### config.mk
export PLATFORM = sky130hd
export DESIGN_NAME = framed_io_command_slave
export DESIGN_NICKNAME = d
export VERILOG_FILES = /design/src/hw/rtl/fics_pkg.sv /design/src/hw/rtl/fics_parser.sv /design/src/hw/rtl/fics_reply.sv /design/src/hw/rtl/framed_io_command_slave.sv
export SDC_FILE = /design/constraint.sdc
export NUM_CORES = 1
export LEC_CHECK = 0
export BUFFER_PORTS_ARGS = -buffer_cell sky130_fd_sc_hd__buf_2
export CAP_MARGIN = 10
export CORE_ASPECT_RATIO = 0.9
export CORE_MARGIN = 5
export CORE_UTILIZATION = 55
export DETAILED_ROUTE_END_ITERATION = 7
export GPL_TIMING_DRIVEN = 0
export PLACE_DENSITY = 0.82
export SLEW_MARGIN = 5
export SYNTH_ARGS = -nofsm -noshare
export SYNTH_HDL_FRONTEND = slang
export SYNTH_HIERARCHICAL = 1
export SYNTH_SLANG_ARGS = --single-unit
### constraint.sdc
create_clock -name i_clk -period 5.8 [get_ports i_clk]
set_input_delay 0.29 -clock i_clk [delete_from_list [all_inputs] [get_ports i_clk]]
set_output_delay 0.29 -clock i_clk [all_outputs]
set_load 0.005 [all_outputs]
### src/hw/rtl/fics_pkg.sv
// ----------------------------------------------------------------------------
// fics_pkg: shared types and constants of the framed I/O command slave
// Frame codes, parser phases, CRC-16/MODBUS byte update, inter-module structs.
// ----------------------------------------------------------------------------
`default_nettype none

package fics_pkg;

    localparam logic [7:0]  MARK      = 8'hFE;
    localparam logic [7:0]  CMD_WRITE = 8'h01;
    localparam logic [7:0]  CMD_READ  = 8'h02;
    localparam logic [7:0]  LEN_WRITE = 8'h05;   // frame length of a valid write
    localparam logic [7:0]  LEN_READ  = 8'h04;   // frame length of a valid read
    localparam logic [7:0]  RLEN_WR   = 8'h04;   // length byte of the write reply
    localparam logic [7:0]  RLEN_RD   = 8'h05;   // length byte of the read reply
    localparam logic [7:0]  ACK       = 8'h01;
    localparam logic [15:0] CRC_INIT  = 16'hFFFF;
    localparam logic [15:0] CRC_POLY  = 16'hA001;

    localparam logic [2:0]  BODY_WR   = 3'd5;    // reply body bytes, write
    localparam logic [2:0]  BODY_RD   = 3'd6;    // reply body bytes, read

    typedef enum logic [2:0] {
        PH_HUNT1 = 3'd0,
        PH_HUNT2 = 3'd1,
        PH_LEN   = 3'd2,
        PH_CMD   = 3'd3,
        PH_DATA  = 3'd4,
        PH_CRCH  = 3'd5,
        PH_CRCL  = 3'd6
    } t_phase;

    // Reply request from parser to reply unit
    typedef struct packed {
        logic        load;
        logic        is_read;
        logic [7:0]  pin;
        logic        lvl;
        logic [15:0] levels;
    } t_reply_req;

    // Reply unit status back to parser
    typedef struct packed {
        logic can_load;
    } t_reply_stat;

    // One byte through CRC-16/MODBUS, LSB first
    function automatic logic [15:0] crc_feed(input logic [15:0] crc, input logic [7:0] b);
        logic [15:0] c;
        c = crc ^ {8'h00, b};
        for (int k = 0; k < 8; k++) begin
            c = c[0] ? ((c >> 1) ^ CRC_POLY) : (c >> 1);
        end
        return c;
    endfunction

    localparam logic [15:0] CRC_HDR = crc_feed(crc_feed(CRC_INIT, MARK), MARK);

endpackage

`default_nettype wire

### src/hw/rtl/fics_parser.sv
// ----------------------------------------------------------------------------
// fics_parser: receive-side frame parser and pin register
// Hunts header, tracks CRC per byte, runs commands on a good frame.
// ----------------------------------------------------------------------------
`default_nettype none

module fics_parser
    import fics_pkg::*;
#(
    parameter int NUM_PINS  = 16,
    parameter int MAX_FRAME = 128
) (
    input  wire logic        i_clk,
    input  wire logic        i_rst_n,
    input  wire logic        i_valid,
    output      logic        o_ready,
    input  wire logic [7:0]  i_rx_byte,
    input  wire logic        i_burst_end,
    input  wire logic [15:0] i_input_levels,
    input  wire t_reply_stat i_stat,
    output      t_reply_req  o_req
);

    t_phase              r_phase,      n_phase;
    logic [7:0]          r_bytes_left, n_bytes_left;
    logic [15:0]         r_crc,        n_crc;
    logic [7:0]          r_cmd,        n_cmd;
    logic [7:0]          r_len,        n_len;
    logic [7:0]          r_pin_idx,    n_pin_idx;
    logic [7:0]          r_pin_val,    n_pin_val;
    logic [7:0]          r_crc_hi,     n_crc_hi;
    logic [NUM_PINS-1:0] r_pins,       n_pins;
    logic [15:0]         w_levels_next;
    logic                w_accept;

    // A reply can only start on the last CRC byte
    assign o_ready  = (r_phase != PH_CRCL) || i_stat.can_load;
    assign w_accept = i_valid && o_ready;

    for (genvar k = 0; k < 16; k++) begin : g_view
        if (k < NUM_PINS) begin : g_on
            assign w_levels_next[k] = n_pins[k];
        end else begin : g_off
            assign w_levels_next[k] = 1'b0;
        end
    end

    always_ff @(posedge i_clk) begin
        if (!i_rst_n) begin
            r_phase      <= PH_HUNT1;
            r_bytes_left <= '0;
            r_crc        <= CRC_INIT;
            r_cmd        <= '0;
            r_len        <= '0;
            r_pin_idx    <= '0;
            r_pin_val    <= '0;
            r_crc_hi     <= '0;
            r_pins       <= '0;
        end else if (w_accept) begin
            r_phase      <= n_phase;
            r_bytes_left <= n_bytes_left;
            r_crc        <= n_crc;
            r_cmd        <= n_cmd;
            r_len        <= n_len;
            r_pin_idx    <= n_pin_idx;
            r_pin_val    <= n_pin_val;
            r_crc_hi     <= n_crc_hi;
            r_pins       <= n_pins;
        end
    end

    always_comb begin
        logic crc_ok;
        logic lvl;
        logic do_wr;
        logic do_rd;
        n_phase      = r_phase;
        n_bytes_left = r_bytes_left;
        n_crc        = r_crc;
        n_cmd        = r_cmd;
        n_len        = r_len;
        n_pin_idx    = r_pin_idx;
        n_pin_val    = r_pin_val;
        n_crc_hi     = r_crc_hi;
        n_pins       = r_pins;
        crc_ok       = (r_crc_hi == r_crc[15:8]) && (i_rx_byte == r_crc[7:0]);
        do_wr        = 1'b0;
        do_rd        = 1'b0;
        lvl          = 1'b0;

        unique case (r_phase)
            PH_HUNT2: begin
                if (i_rx_byte == MARK) begin
                    n_crc   = CRC_HDR;
                    n_phase = PH_LEN;
                end else begin
                    n_phase = PH_HUNT1;
                end
            end
            PH_LEN: begin
                if ((i_rx_byte < 8'd3) || (({1'b0, i_rx_byte} + 9'd3) > 9'(MAX_FRAME))) begin
                    n_phase = PH_HUNT1;
                end else begin
                    n_len   = i_rx_byte;
                    n_crc   = crc_feed(r_crc, i_rx_byte);
                    n_phase = PH_CMD;
                end
            end
            PH_CMD: begin
                n_cmd        = i_rx_byte;
                n_crc        = crc_feed(r_crc, i_rx_byte);
                n_pin_idx    = '0;
                n_pin_val    = '0;
                n_bytes_left = r_len - 8'd3;
                n_phase      = (r_len == 8'd3) ? PH_CRCH : PH_DATA;
            end
            PH_DATA: begin
                n_crc = crc_feed(r_crc, i_rx_byte);
                // position in data field: first byte is pin, second is level
                if (r_bytes_left == (r_len - 8'd3)) begin
                    n_pin_idx = i_rx_byte;
                end else if (r_bytes_left == (r_len - 8'd4)) begin
                    n_pin_val = i_rx_byte;
                end
                n_bytes_left = r_bytes_left - 8'd1;
                if (r_bytes_left == 8'd1) begin
                    n_phase = PH_CRCH;
                end
            end
            PH_CRCH: begin
                n_crc_hi = i_rx_byte;
                n_phase  = PH_CRCL;
            end
            PH_CRCL: begin
                n_phase = PH_HUNT1;
                if (crc_ok) begin
                    do_wr = (r_cmd == CMD_WRITE) && (r_len == LEN_WRITE);
                    do_rd = (r_cmd == CMD_READ)  && (r_len == LEN_READ);
                end
                if (do_wr) begin
                    for (int k = 0; k < NUM_PINS; k++) begin
                        if (r_pin_idx == 8'(k + 1)) begin
                            n_pins[k] = (r_pin_val != 8'd0);
                        end
                    end
                end
                for (int k = 0; k < 16; k++) begin
                    if ((k < NUM_PINS) && (r_pin_idx == 8'(k + 1))) begin
                        lvl = i_input_levels[k];
                    end
                end
            end
            default: begin
                // header hunt, also any unused code
                n_phase = (i_rx_byte == MARK) ? PH_HUNT2 : PH_HUNT1;
            end
        endcase

        if (i_burst_end) begin
            n_phase = PH_HUNT1;
        end

        o_req.load    = w_accept && (do_wr || do_rd);
        o_req.is_read = do_rd;
        o_req.pin     = r_pin_idx;
        o_req.lvl     = lvl;
        o_req.levels  = w_levels_next;
    end

endmodule

`default_nettype wire

### src/hw/rtl/fics_reply.sv
// ----------------------------------------------------------------------------
// fics_reply: reply frame serializer
// Emits reply body bytes, folding each into the CRC, then CRC high and low.
// ----------------------------------------------------------------------------
`default_nettype none

module fics_reply
    import fics_pkg::*;
(
    input  wire logic        i_clk,
    input  wire logic        i_rst_n,
    input  wire t_reply_req  i_req,
    output      t_reply_stat o_stat,
    output      logic        o_valid,
    input  wire logic        i_ready,
    output      logic [7:0]  o_tx_byte,
    output      logic        o_tx_last,
    output      logic [15:0] o_levels
);

    logic        r_busy;
    logic [2:0]  r_idx;
    logic [15:0] r_crc;
    logic        r_is_read;
    logic [7:0]  r_pin;
    logic        r_lvl;
    logic [15:0] r_levels;
    logic [2:0]  w_body;
    logic        w_take;

    assign w_body          = r_is_read ? BODY_RD : BODY_WR;
    assign o_valid         = r_busy;
    assign o_tx_last       = (r_idx == (w_body + 3'd1));
    assign o_levels        = r_levels;
    assign w_take          = r_busy && i_ready;
    assign o_stat.can_load = !r_busy || (w_take && o_tx_last);

    always_comb begin
        unique case (r_idx)
            3'd0, 3'd1: o_tx_byte = MARK;
            3'd2:       o_tx_byte = r_is_read ? RLEN_RD : RLEN_WR;
            3'd3:       o_tx_byte = r_is_read ? CMD_READ : CMD_WRITE;
            3'd4:       o_tx_byte = r_is_read ? r_pin : ACK;
            default: begin
                if (r_idx < w_body) begin
                    o_tx_byte = {7'd0, r_lvl};
                end else if (r_idx == w_body) begin
                    o_tx_byte = r_crc[15:8];
                end else begin
                    o_tx_byte = r_crc[7:0];
                end
            end
        endcase
    end

    always_ff @(posedge i_clk) begin
        if (!i_rst_n) begin
            r_busy <= 1'b0;
            r_idx  <= '0;
            r_crc  <= CRC_INIT;
        end else if (i_req.load) begin
            r_busy <= 1'b1;
            r_idx  <= '0;
            r_crc  <= CRC_INIT;
        end else if (w_take) begin
            if (o_tx_last) begin
                r_busy <= 1'b0;
            end else begin
                r_idx <= r_idx + 3'd1;
                if (r_idx < w_body) begin
                    r_crc <= crc_feed(r_crc, o_tx_byte);
                end
            end
        end
    end

    always_ff @(posedge i_clk) begin
        if (i_req.load) begin
            r_is_read <= i_req.is_read;
            r_pin     <= i_req.pin;
            r_lvl     <= i_req.lvl;
            r_levels  <= i_req.levels;
        end
    end

endmodule

`default_nettype wire

### src/hw/rtl/framed_io_command_slave.sv
// ----------------------------------------------------------------------------
// framed_io_command_slave: byte-stream command slave with CRC-16/MODBUS
// Reply start: a reply's first byte is valid in the cycle after the last CRC byte is accepted.
// Throughput: one received byte per cycle; a reply is 7 (write) or 8 (read)
//   bytes at one per cycle while the reply stream is ready, and the final CRC
//   byte of the next frame waits while a reply is still draining.
// Reset: synchronous active-low; parser to header hunt, pins low, no reply.
// ----------------------------------------------------------------------------
`default_nettype none

module framed_io_command_slave
    import fics_pkg::*;
#(
    parameter int NUM_PINS  = 16,   // 1..64, pins beyond 16 are not visible
    parameter int MAX_FRAME = 128   // 8..255, longest frame length plus 3
) (
    input  wire logic        i_clk,
    input  wire logic        i_rst_n,
    // received byte stream
    input  wire logic        i_s_axis_tvalid,
    output      logic        o_s_axis_tready,
    input  wire logic [23:0] i_s_axis_tdata,   // [7:0] rx_byte, [23:8] input_levels
    input  wire logic        i_s_axis_tlast,   // burst_end
    // reply byte stream
    output      logic        o_m_axis_tvalid,
    input  wire logic        i_m_axis_tready,
    output      logic [23:0] o_m_axis_tdata,   // [7:0] tx_byte, [23:8] output_levels
    output      logic        o_m_axis_tlast    // tx_last
);

    t_reply_req  w_req;
    t_reply_stat w_stat;
    logic [7:0]  w_tx_byte;
    logic [15:0] w_levels;

    // Parser: one transaction per cycle; the only stall is the closing CRC
    // byte of a frame while the previous reply still occupies the serializer.
    fics_parser #(
        .NUM_PINS  (NUM_PINS),
        .MAX_FRAME (MAX_FRAME)
    ) u_parser (
        .i_clk          (i_clk),
        .i_rst_n        (i_rst_n),
        .i_valid        (i_s_axis_tvalid),
        .o_ready        (o_s_axis_tready),
        .i_rx_byte      (i_s_axis_tdata[7:0]),
        .i_burst_end    (i_s_axis_tlast),
        .i_input_levels (i_s_axis_tdata[23:8]),
        .i_stat         (w_stat),
        .o_req          (w_req)
    );

    // Serializer: holds the reply fields and a running CRC; pin levels are
    // snapshot at load so every byte of a reply carries the same value.
    fics_reply u_reply (
        .i_clk     (i_clk),
        .i_rst_n   (i_rst_n),
        .i_req     (w_req),
        .o_stat    (w_stat),
        .o_valid   (o_m_axis_tvalid),
        .i_ready   (i_m_axis_tready),
        .o_tx_byte (w_tx_byte),
        .o_tx_last (o_m_axis_tlast),
        .o_levels  (w_levels)
    );

    assign o_m_axis_tdata = {w_levels, w_tx_byte};

endmodule

`default_nettype wire

==> results.md, run 1 <==
* Status: finished, final reports clean
* Finished Core Util at 64.28%
* Worst-skew pair later-pin latency at 0.43 ns
* Worst-path clk slew at 0.06 ns
* Max_cap viols at 0
* Sequential share of power at 43.7%
* DIE AREA at 16,010 um^2
* Fmax at 277.7 MHz
* Die Wd at 132.8 um
* Critical path's top delay family: simple AND/OR/NAND/NOR gates
* Slowest stage cell on the critical path: a211oi_4
* Drt drc at 0
* Number of global-route vias before repair at 6,310
* # Post-CTS Setup Buffers at 0
* Yosys reg bits at 129
* Slew HR at 39.90%
* Worst Path Required at 6.15 ns
* Final nets at 938
* Fraction of registers with async set/reset at 0%
* Core area at 13,310 um^2
* Layer with the highest usage: met2
* YS warnings at 6
* Switching share of power at 21.66%
* Crit path launch type: flip-flop
* Final ANT Viol Nets at 0
* Critical path fanouts, max at 19
* Crit path time final at 3.601 ns
* Max Root-Sink Buffers at 2
* Final hold viol count at 0
* Worst path max stage delay at 0.71 ns
* Critical Setup Path Class: reg2reg
* Post-synth EDFFs at 26
* Clock Skews at 0.008055 ns
* Unrepaired setup endpoints after global routing: no
* Register area at 2843 um^2
* WL/cell at 18.26 um
* Final period util at 62.09%
* Syn_area_per_cell at 9.037 um^2
* Post-Syn Nets at 872
* # diodes at 0
* First-pass GRT wire length at 32,000 um
* Most used DFF post-synth: dfxtp_1
* CTS Root Cell: clkbuf_16
* Clock share of power at 52.8%
* Clock Sinks at 129
* Met2 usage at 39.09%
* Global Route Usage Sum at 24.59%
* CTS H-tree lvls at 4
* DR iter-0 viols at 846
* Fill cells at 1,073
* Seq/Total Area, Yosys at 38.08%
* HP Class: in2reg
* Largest net degree at the start of global routing at 20
* Cell Int Power at 1.634 mW
* Initial Util at 56.07%
* VDD IR-drop max at 0.0002191 V
* Yosys cell types at 83
* 1st-pass router iterations at 6
* Post-Synthesis Cells at 826
* Num rows at 40
* Final TNS setup at 0 ns
* WP data arrival at 3.95 ns
* Layout cells sized above 1 at 15.80%
* CTS tree: done
* Initial antenna violation count at 1
* PortBufs at 46
* Comb power frac at 3.5%
* Vias at 6,667
* Sw power at 0.4517 mW
* Final Slew Violations at 0
* Final Total Pwr at 2.085 mW
* Post-synthesis cell area at 7465 um^2
* Boundary Pins at 56
* Worst Tran Pin Value at 0.8946 ns
* P&R area growth vs syn at 14.63%
* Total CTS buffers at 17
* Multi-input gate area at 4320 um^2
* RD Place Congestion at 0.9256
* GR Util met1 at 33.31%
* Bufs and invs on worst path at 4
* Pwr per Cell Area at 243.7 nW/um^2
* Resize count post-CTS at 0
* Cell seen most often among critical-path stages: nand2_1
* Via/cell ratio at 6.213
* Chip height at 120.5 um
* PnR worst setup slack at 2.199 ns
* Critical path cell sequence: inv_1, ha_1, buf_2, nor3_1, nand2_1, nand2_1, or2_2, nand2_1, a211oi_4, buf_16, nor2b_1, clkbuf_1, o211ai_1
* Detailed placement HPWL at 13,870 um
* Dpl ws at 2.285 ns
* Leak at 3.101 nW
* Setup crit end kind: flip-flop
* Min Hold Slack at 0.2096 ns
* Total congestion overflow at 0
* Total wire length at 19,590 um
* Met3 Use GR at 5.990%
* Cts hold-fix bufs at 0
* Setup violations, final at 0
==> power by group through the flow <==
stage	logic [mW]	clock network, mW	registers [mW]
CTS	0.0717	1.11	0.912
global placement	0.0703	0	0.931
finish	0.0732	1.10	0.912
floorplan	0.0454	0	0.931
detailed placement	0.0714	0	0.931
global route	0.0791	1.15	0.911
==> kinds of logic (layout without fill, tap and decap cells) <==
logic type / Yosys count / in the layout / synth area share, %
and+or+nand+nor: 312 / 312 / 21.71
AOI/OAI and AO/OA: 187 / 187 / 18.45
DFF: 129 / 129 / 38.08
buffers and inverters: 75 / 154 / 4.207
xor gates and xnor gates: 70 / 70 / 9.386
muxes: 36 / 36 / 5.313
adders and majority gates: 17 / 17 / 2.849
==> Yosys cell counts (10+ instances only) <==
| master | count | area share (%) |
|---|---|---|
| mux2_2 | 19 | 2.9 |
| a21boi_0 | 10 | 1.0 |
| nand4_1 | 11 | 0.92 |
| nor4_1 | 15 | 1.3 |
| o311ai_0 | 16 | 1.9 |
| nand3b_1 | 13 | 1.3 |
| inv_1 | 10 | 0.50 |
| xor2_1 | 19 | 2.2 |
| nand2_1 | 105 | 5.3 |
| o211ai_1 | 17 | 1.7 |
| and3_1 | 12 | 1.0 |
| xnor2_1 | 42 | 4.9 |
| dfxtp_1 | 103 | 28 |
| clkbuf_1 | 47 | 2.4 |
| edfxtp_1 | 26 | 10 |
| ha_1 | 17 | 2.8 |
| a21oi_1 | 48 | 3.2 |
| o21ai_0 | 27 | 1.8 |
| o41ai_1 | 11 | 1.3 |
| nor2_1 | 43 | 2.2 |
| a31oi_1 | 11 | 0.92 |
| nand3_1 | 45 | 3.0 |
| mux2i_1 | 16 | 2.1 |
| nor3_1 | 13 | 0.87 |
==> stage by stage <==
step / instance area (um^2) / cells
after floorplan: 7465 / 826
after global placement: 7905 / 1040
after detailed placement: 7945 / 1041
after CTS: 8557 / 1073
after global routing: 8557 / 1073
final: 8557 / 1073
==> worst min-delay path: stages <==
cell and delay, ns:
buf_2 0.13, or3_1 0.12, a21oi_1 0.05
==> layer usage <==
metal  up-vias  part of all wire [%]
li1       3178                     -
met1      3118                    44
met2       331                    45
met3        40                   8.7
met4         0                   1.7
met5         -                     0
==> sequential cells by signal (all words and copies together) (netlist names) <==
| name | count |
|---|---|
| u_parser/r_cmd | 8 |
| u_parser/r_crc | 16 |
| u_parser/r_len | 8 |
| u_parser/r_pins | 16 |
| u_parser/r_phase | 3 |
| u_reply/r_pin | 8 |
| u_reply/o_valid | 1 |
| u_parser/r_pin_val | 8 |
| u_parser/r_pin_idx | 8 |
| u_reply/r_is_read | 1 |
| u_reply/o_levels | 16 |
| u_reply/r_crc | 16 |
| u_parser/r_bytes_left | 8 |
| u_reply/r_idx | 3 |
| u_parser/r_crc_hi | 8 |
| u_reply/r_lvl | 1 |
==> path summary, 6_finish.rpt <==
path	from	to	slack [ns]	cells past startpoint
worst max-delay path	u_reply/r_is_read	u_reply/r_crc[13]	2.20	13
worst max register to register	u_reply/r_is_read	u_reply/r_crc[13]	2.20	13
worst min register to register	u_parser/r_pin_idx[1]	u_reply/r_pin[1]	0.43	0
worst min-delay path	i_s_axis_tlast	u_parser/r_phase[1]	0.21	3
==> area by class of cell <==
type / count / share of cell area (%)
buffer: 61 / 3.056
multi-input combinational: 622 / 50.49
inverter: 14 / 0.6141
clock buffer: 19 / 5.293
clock inverter: 13 / 1.857
timing repair buffer: 47 / 3.012
sequential: 129 / 33.22
tap: 168 / 2.457
==> cell usage in the layout, fill, tap and decap left out, types with 12 or more instances in the layout <==
| cell type | Yosys | layout |
|---|---|---|
| nand2_1 | 105 | 105 |
| xnor2_1 | 42 | 42 |
| nor2_1 | 43 | 43 |
| mux2i_1 | 16 | 16 |
| a21oi_1 | 48 | 48 |
| clkbuf_16 | 0 | 17 |
| ha_1 | 17 | 17 |
| buf_2 | 5 | 51 |
| o21ai_0 | 27 | 27 |
| edfxtp_1 | 26 | 26 |
| nor3_1 | 13 | 13 |
| nor4_1 | 15 | 15 |
| xor2_1 | 19 | 19 |
| dfxtp_1 | 103 | 103 |
| nand3b_1 | 13 | 13 |
| mux2_2 | 19 | 19 |
| o311ai_0 | 16 | 16 |
| clkbuf_1 | 47 | 47 |
| o211ai_1 | 17 | 17 |
| and3_1 | 12 | 12 |
| nand3_1 | 45 | 45 |
Note: power is estimated with default switching activity, not from simulation.
==> run 2: changes to the inputs <==
ABC_AREA = 1   (was not set)
clock period = 3.6 ns   (was 5.8 ns; I/O delays follow)
==> run 2 against run 1 <==
Core utilization grew 0.34 points. Clock power grew 62%. Synthesized cell count grew 28%. Non-clock buffer count shrank 14. Fmax grew 8.0%. Global-route usage grew 0.36 points. Sequential power grew 63%. Sequential share of layout area shrank 0.17 points. Final area grew 0.53%. Largest power group unchanged.
==> results.md, run 2 <==
* RD Place Congestion at 0.9566 (was 0.9256)
* Final period util at 92.66% (was 62.09%)
* DIE AREA at 16,010 um^2 (about the same)
* Detailed placement HPWL at 14,180 um (was 13,870 um)
* Critical path cell sequence: buf_2, inv_1, ha_1, buf_2, nor3_1, nand2_1, nand2_1, inv_1, nand2_1, nand2_1, nor2_2 (was inv_1, ha_1, buf_2, nor3_1, nand2_1, nand2_1, or2_2, nand2_1, a211oi_4, buf_16, nor2b_1, clkbuf_1, o211ai_1)
* Final ANT Viol Nets at 0 (unchanged)
* Leak at 3.845 nW (was 3.101 nW)
* Largest net degree at the start of global routing at 17 (was 20)
* PortBufs at 55 (was 46)
* Largest cells by area after synthesis: dfxtp_1 28%, nand2_1 12%, edfxtp_1 10%, inv_1 6.2%, a21oi_1 5.6% (was dfxtp_1 28%, edfxtp_1 10%, nand2_1 5.3%, xnor2_1 4.9%, a21oi_1 3.2%)
* Clock Sinks at 129 (unchanged)
* VDD IR-drop max at 0.0003746 V (was 0.0002191 V)
* Fmax at 299.8 MHz (was 277.7 MHz)
* CTS Root Cell: clkbuf_16 (unchanged)
* Total CTS buffers at 17 (unchanged)
* Critical Setup Path Class: reg2reg (unchanged)
* Worst path max stage delay at 0.81 ns (was 0.71 ns)
* Post-synthesis cell area at 7468 um^2 (was 7465 um^2)
* WL/cell at 15.29 um (was 18.26 um)
* 1st-pass router iterations at 6 (unchanged)
* CTS H-tree lvls at 4 (unchanged)
* Cts hold-fix bufs at 0 (unchanged)
* Critical path fanouts, max at 14 (was 19)
* Core area at 13,310 um^2 (unchanged)
* Crit path launch type: flip-flop (unchanged)
* Pwr per Cell Area at 398.8 nW/um^2 (was 243.7 nW/um^2)
* Initial antenna violation count at 0 (was 1)
* Layout Cells excl Fill at 1,315 (was 1,073)
* Final hold viol count at 0 (unchanged)
* YS warnings at 6 (unchanged)
* Register area at 2843 um^2 (unchanged)
* Clock Skews at 0.01215 ns (was 0.008055 ns)
* Final nets at 1,180 (was 938)
* Vias at 7,351 (was 6,667)
* Share of the synthesized area in the top cell type at 27.61% (was 27.62%)
* Unrepaired setup endpoints after global routing: no (unchanged)
* Final TNS setup at 0 ns (unchanged)
* Die Wd at 132.8 um (about the same)
* Post-Syn Nets at 1,101 (was 872)
* Multi-input gate area at 3964 um^2 (was 4320 um^2)
* Cell Int Power at 2.635 mW (was 1.634 mW)
* Resize count post-CTS at 0 (unchanged)
* Num rows at 40 (unchanged)
* # diodes at 0 (unchanged)
* Yosys reg bits at 129 (unchanged)
* Setup violations, final at 0 (unchanged)
* Initial Util at 56.10% (was 56.07%)
* Post-Synthesis Cells at 1,055 (was 826)
* Drt drc at 0 (unchanged)
* Sw power at 0.7957 mW (was 0.4517 mW)
* Chip height at 120.6 um (was 120.5 um)
* Post-synth EDFFs at 26 (unchanged)
* Worst-skew pair later-pin latency at 0.43 ns (about the same)
* WP data arrival at 3.38 ns (was 3.95 ns)
* Worst Path Required at 3.65 ns (was 6.15 ns)
* Total wire length at 20,100 um (was 19,590 um)
* Top cells by count, synth: 242 x nand2_1, 123 x inv_1, 105 x nor2_1 (was 105 x nand2_1, 103 x dfxtp_1, 48 x a21oi_1)
* Fill cells at 1,125 (was 1,073)
* Post-Place Cell Area at 7961 um^2 (was 7945 um^2)
* Comb power frac at 4.6% (was 3.5%)
* Slew HR at 38.12% (was 39.90%)
* Crit path time final at 3.336 ns (was 3.601 ns)
* Most frequent cells in the layout: 242 x nand2_1, 123 x inv_1, 104 x nor2_1 (was 105 x nand2_1, 103 x dfxtp_1, 51 x buf_2)
* Most numerous cell in the Yosys netlist: nand2_1 (unchanged)
* Fraction of registers with async set/reset at 0% (unchanged)
* Most used DFF post-synth: dfxtp_1 (unchanged)
* Number of global-route vias before repair at 6,744 (was 6,310)
* Cell seen most often among critical-path stages: nand2_1 (unchanged)
* Worst Tran Pin Value at 0.9271 ns (was 0.8946 ns)
* CTS tree: done (unchanged)
* Max Root-Sink Buffers at 2 (unchanged)
* Placed cells at 1,278 (was 1,041)
* Sequential share of power at 43.4% (was 43.7%)
* Switching share of power at 23.19% (was 21.66%)
* Min Hold Slack at 0.01719 ns (was 0.2096 ns)
* Setup crit end kind: flip-flop (unchanged)
* Slowest stage cell on the critical path: nor2_2 (was a211oi_4)
* Syn_area_per_cell at 7.079 um^2 (was 9.037 um^2)
* Layout cells sized above 1 at 13.86% (was 15.80%)
* Via/cell ratio at 5.590 (was 6.213)
* Post-synth top area cell: dfxtp_1 (unchanged)
* Final Total Pwr at 3.430 mW (was 2.085 mW)
* Total congestion overflow at 0 (unchanged)
* Max_cap viols at 0 (unchanged)
* Yosys cell types at 48 (was 83)
* Global Route Usage Sum at 24.95% (was 24.59%)
* Clock share of power at 52.0% (was 52.8%)
* Status: finished, final reports clean (unchanged)
* First-pass GRT wire length at 32,480 um (was 32,000 um)
* Final Slew Violations at 0 (unchanged)
* Seq/Total Area, Yosys at 38.06% (was 38.08%)
* Final Cell Area at 8602 um^2 (was 8557 um^2)
* Boundary Pins at 56 (unchanged)
* DR iter-0 viols at 802 (was 846)
* Commonest non-fill, non-tap cell in the layout: nand2_1 (unchanged)
* Worst-path clk slew at 0.06 ns (about the same)
* HP Class: in2reg (unchanged)
* P&R area growth vs syn at 15.18% (was 14.63%)
run 2: cell count changes after synthesis, moves of 12 or more:
cell	change
nand3_1	+20
o311ai_0	-16
nor2_1	+62
inv_1	+113
a21oi_1	+36
o21ai_0	+47
and3_1	-12
mux2i_1	-16
xnor2_1	-19
mux2_2	-19
nand2_2	+16
clkbuf_1	-25
nand2_1	+137
run 2: per-layer routing:
metal  up-vias  routed length, um  global-route usage [%]
met3        38               1701                   4.950
met1      3360               9004                   34.35
met2       338               9099                   39.53
met5         -                  0                       0
met4         0                295                   8.052
li1       3615                  -                       -
run 2: kinds of logic (layout without fill, tap and decap cells):
kind of cell,count (synthesis),after routing,synth area share (%)
and+or+nand+nor,499,500,30.19
adders and majority gates,17,17,2.848
buffers and inverters,168,259,9.047
xor gates and xnor gates,45,45,5.579
AOI/OAI and AO/OA,197,197,14.27
DFF,129,129,38.06
run 2: critical path, delay by kind of cell (launching register included):
kind	cells	cell delay [ns]
and+or+nand+nor	6	1.76
buffers and inverters	4	0.59
DFF	1	0.38
adders and majority gates	1	0.23
run 2: per-stage QoR:
step	setup slack, ns	util, %
finish	0.2642	64.61
global route	0.04136	64.61
CTS	0.2421	64.39
detailed placement	0.0007363	59.80
global placement	-0.5191	59.77
floorplan	0.4672	-
run 2: power groups by stage:
stage / logic, mW / clock network [mW] / registers (mW)
6_report: 0.158 / 1.78 / 1.49
5_1_grt: 0.172 / 1.87 / 1.49
4_1_cts: 0.155 / 1.80 / 1.49
3_5_place_dp: 0.152 / 0 / 1.52
3_3_place_gp: 0.149 / 0 / 1.52
2_1_floorplan: 0.0978 / 0 / 1.52
run 2: final timing paths:
kind	to	slack [ns]	from	cells after the start
hold reg to reg	u_parser/r_cmd[4]	0.47	u_parser/r_cmd[4]	2
setup reg to reg	u_reply/r_is_read	0.26	u_reply/r_is_read	11
hold / removal	u_reply/o_valid	0.02	i_rst_n	3
setup / recovery	u_reply/r_is_read	0.26	u_reply/r_is_read	11
run 2: repair_timing:
action	CTS	global route
endpoints found under the hold margin	0	0
setup buffers	0	4
pin swaps	1	1
cloned	1	0
endpoints found under the setup margin	9	1
run 2: final cells by class:
| class | count | area share [%] |
|---|---|---|
| Sequential cell | 129 | 33.05 |
| Clock inverter | 14 | 2.036 |
| Buffer | 35 | 1.993 |
| Inverter | 133 | 5.862 |
| Tap cell | 168 | 2.444 |
| Multi-Input combinational cell | 759 | 46.08 |
| Timing Repair Buffer | 59 | 3.549 |
| Clock buffer | 18 | 4.989 |
==> run 3: changes to the inputs <==
PLACE_DENSITY = 0.85   (was 0.82)
SLEW_MARGIN = not set   (was 5)
clock period = 2.7 ns   (was 3.6 ns; I/O delays follow)
==> run 3 against run 2 <==
Combinational power is 42% higher. Final cell count grew 1.4%. Critical path depth grew 4. Sequential power grew 33%. Critical path type unchanged. Sequential share of layout area decreased by 1.2 points. Fmax rose by 25%. Non-clock buffer count increased by 18. Hold slack gained 0.018 ns. Critical endpoint is now u_reply/r_crc[9].
==> results.md, run 3 (synthesis gave the netlist of run 2 again) <==
* Status: finished, final reports clean (unchanged)
* Fmax at 373.3 MHz (was 299.8 MHz)
* Final nets at 1,199 (was 1,180)
* Worst Path Required at 2.97 ns (was 3.65 ns)
* WL/cell at 16.31 um (was 15.29 um)
* Setup crit end kind: flip-flop (unchanged)
* First-pass GRT wire length at 33,180 um (was 32,480 um)
* Critical Setup Path Class: reg2reg (unchanged)
* Sw power at 0.9875 mW (was 0.7957 mW)
* Initial antenna violation count at 0 (unchanged)
* Crit path launch type: flip-flop (unchanged)
* Worst reg2reg startpoint: u_reply/r_is_read (unchanged)
* Placed cells at 1,278 (unchanged)
* Final hold viol count at 0 (unchanged)
* Chip height at 120.6 um (unchanged)
* Hold Crit Depth at 4 (was 3)
* FF-to-FF path depth at 15 (was 11)
* Hold EP: u_reply/o_valid (unchanged)
* Commonest non-fill, non-tap cell in the layout: nand2_1 (unchanged)
* PortBufs at 55 (unchanged)
* # diodes at 0 (unchanged)
* Crit. Startpoint: u_reply/r_is_read (unchanged)
* Clock share of power at 48.9% (was 52.0%)
* Boundary Pins at 56 (unchanged)
* Final Slew Violations at 0 (unchanged)
* VDD IR-drop max at 0.0004920 V (was 0.0003746 V)
* Layout Cells excl Fill at 1,334 (was 1,315)
* Critical path fanouts, max at 8 (was 14)
* Final TNS setup at 0 ns (unchanged)
* Sequential share of power at 45.9% (was 43.4%)
* Reg2Reg Setup Slack at 0.02 ns (was 0.26 ns)
* Cell Int Power at 3.336 mW (was 2.635 mW)
* Most frequent cells in the layout: 223 x nand2_1, 122 x inv_1, 102 x nor2_1, 102 x dfxtp_1, 84 x a21oi_1 (was 242 x nand2_1, 123 x inv_1, 104 x nor2_1)
* Number of global-route vias before repair at 6,853 (was 6,744)
* Global Route Usage Sum at 25.64% (was 24.95%)
* HP Start: i_m_axis_tready (was i_rst_n)
* Setup violations, final at 0 (unchanged)
* Max Root-Sink Buffers at 2 (unchanged)
* RD Place Congestion at 0.9198 (was 0.9566)
* Clock Skews at 0.007797 ns (was 0.01215 ns)
* Detailed placement HPWL at 14,490 um (was 14,180 um)
* Clock Sinks at 129 (unchanged)
* Total congestion overflow at 0 (unchanged)
* WP data arrival at 2.95 ns (was 3.38 ns)
* Post-Place Cell Area at 7968 um^2 (was 7961 um^2)
* Die Wd at 132.8 um (unchanged)
* Worst Tran Pin Value at 0.6532 ns (was 0.9271 ns)
* Vias at 7,780 (was 7,351)
* DR iter-0 viols at 946 (was 802)
* Slew HR at 56.45% (was 38.12%)
* Leak at 4.003 nW (was 3.845 nW)
* Total CTS buffers at 17 (unchanged)
* Final Cell Area at 8926 um^2 (was 8602 um^2)
* Final period util at 99.20% (was 92.66%)
* Largest net degree at the start of global routing at 17 (unchanged)
* DIE AREA at 16,010 um^2 (unchanged)
* Pwr per Cell Area at 484.3 nW/um^2 (was 398.8 nW/um^2)
* Total wire length at 21,760 um (was 20,100 um)
* Finished Core Util at 67.05% (was 64.61%)
* Drt drc at 0 (unchanged)
* Via/cell ratio at 5.832 (was 5.590)
* Initial Util at 56.10% (unchanged)
* Core area at 13,310 um^2 (unchanged)
* Layout cells sized above 1 at 18.10% (was 13.86%)
* Worst-skew pair later-pin latency at 0.42 ns (was 0.43 ns)
* HP Class: in2reg (unchanged)
* Final ANT Viol Nets at 0 (unchanged)
* P&R area growth vs syn at 19.52% (was 15.18%)
* Unrepaired setup endpoints after global routing: yes (was no)
* Switching share of power at 22.84% (was 23.19%)
* CTS tree: done (unchanged)
* Worst-path clk slew at 0.06 ns (about the same)
* RR Endpoint: u_reply/r_crc[9] (was u_reply/r_is_read)
* Num rows at 40 (unchanged)
* 1st-pass router iterations at 6 (unchanged)
* Max_cap viols at 0 (unchanged)
* Comb power frac at 5.2% (was 4.6%)
* Crit path time final at 2.678 ns (was 3.336 ns)
* CTS Root Cell: clkbuf_16 (unchanged)
* CTS H-tree lvls at 4 (unchanged)
-- run 3: cell count changes in the layout (fill, tap and decap cells not counted), sizes merged --
cell,delta
nand2,+1
clkbuf,+5
buf,+16
inv,-4
dlygate4sd3,+1
bufinv,-2
clkinvlp,+3
clkinv,-1
-- run 3: worst max path at each step --
stage / slack, ns / cells after the start / end
floorplan: 0.03 / 14 / u_reply/r_crc[1]
global placement: -0.72 / 14 / u_reply/r_crc[1]
CTS: 0.001 / 18 / u_parser/r_crc[14]
global route: -0.19 / 13 / u_reply/r_crc[9]
detailed placement: -0.78 / 14 / u_reply/r_crc[13]
finish: 0.02 / 15 / u_reply/r_crc[9]
-- run 3: what timing repair did --
item | CTS | global route
setup buffers | 3 | 17
hold buffers | 1 | 0
endpoints found under the setup margin | 129 | 133
resized for setup | 17 | 41
gates cloned | 1 | 2
pin swaps | 3 | 14
endpoints found under the hold margin | 1 | 0
-- run 3: final cells by class --
type / count / area [um^2]
multi-input combinational: 760 / 4146
tap: 168 / 210.2
fill: 1083 / 4387
clock buffer: 22 / 454.2
inverter: 133 / 510.5
sequential: 129 / 2844
buffer: 35 / 200.2
clock inverter: 10 / 87.58
timing repair buffer: 77 / 473.0
-- run 3: worst max-delay path, cell delays in order, from the launching register on --
cell and delay, ns:
edfxtp_1 0.37, buf_6 0.14, inv_2 0.07, ha_4 0.29, buf_6 0.14, nor3_4 0.05, nand2_1 0.06, nand2_1 0.07
inv_1 0.13, nand2_4 0.09, nand2_8 0.16, nor2_4 0.07, nor2_1 0.35, inv_1 0.23, a21oi_1 0.19, o21ai_0 0.12
-- run 3: routing by layer --
| layer | GRT usage, % | wire length (um) | vias up |
|---|---|---|---|
| li1 | - | - | 3668 |
| met3 | 6.323 | 2315 | 61 |
| met4 | 10.32 | 583 | 0 |
| met1 | 34.78 | 9015 | 3586 |
| met5 | 0 | 0 | - |
| met2 | 39.31 | 9845 | 465 |
-- run 3: stage by stage --
stage / hold slack [ns] / setup WS [ns] / power (mW)
5_1_grt: 0.06000 / -0.1860 / 4.451
4_1_cts: 0.03267 / 0.001320 / 4.327
3_5_place_dp: 0.4057 / -0.7754 / 2.229
3_3_place_gp: 0.3873 / -0.7231 / 2.222
6_report: 0.03474 / 0.02152 / 4.323
2_1_floorplan: 0.2668 / 0.02601 / 2.155
-- run 3: power groups by stage --
stage | clock, mW | combinational [mW] | sequential, mW
5_1_grt | 2.23 | 0.239 | 1.98
6_report | 2.11 | 0.224 | 1.98
2_1_floorplan | 0 | 0.131 | 2.02
4_1_cts | 2.13 | 0.213 | 1.98
3_3_place_gp | 0 | 0.198 | 2.02
3_5_place_dp | 0 | 0.204 | 2.03
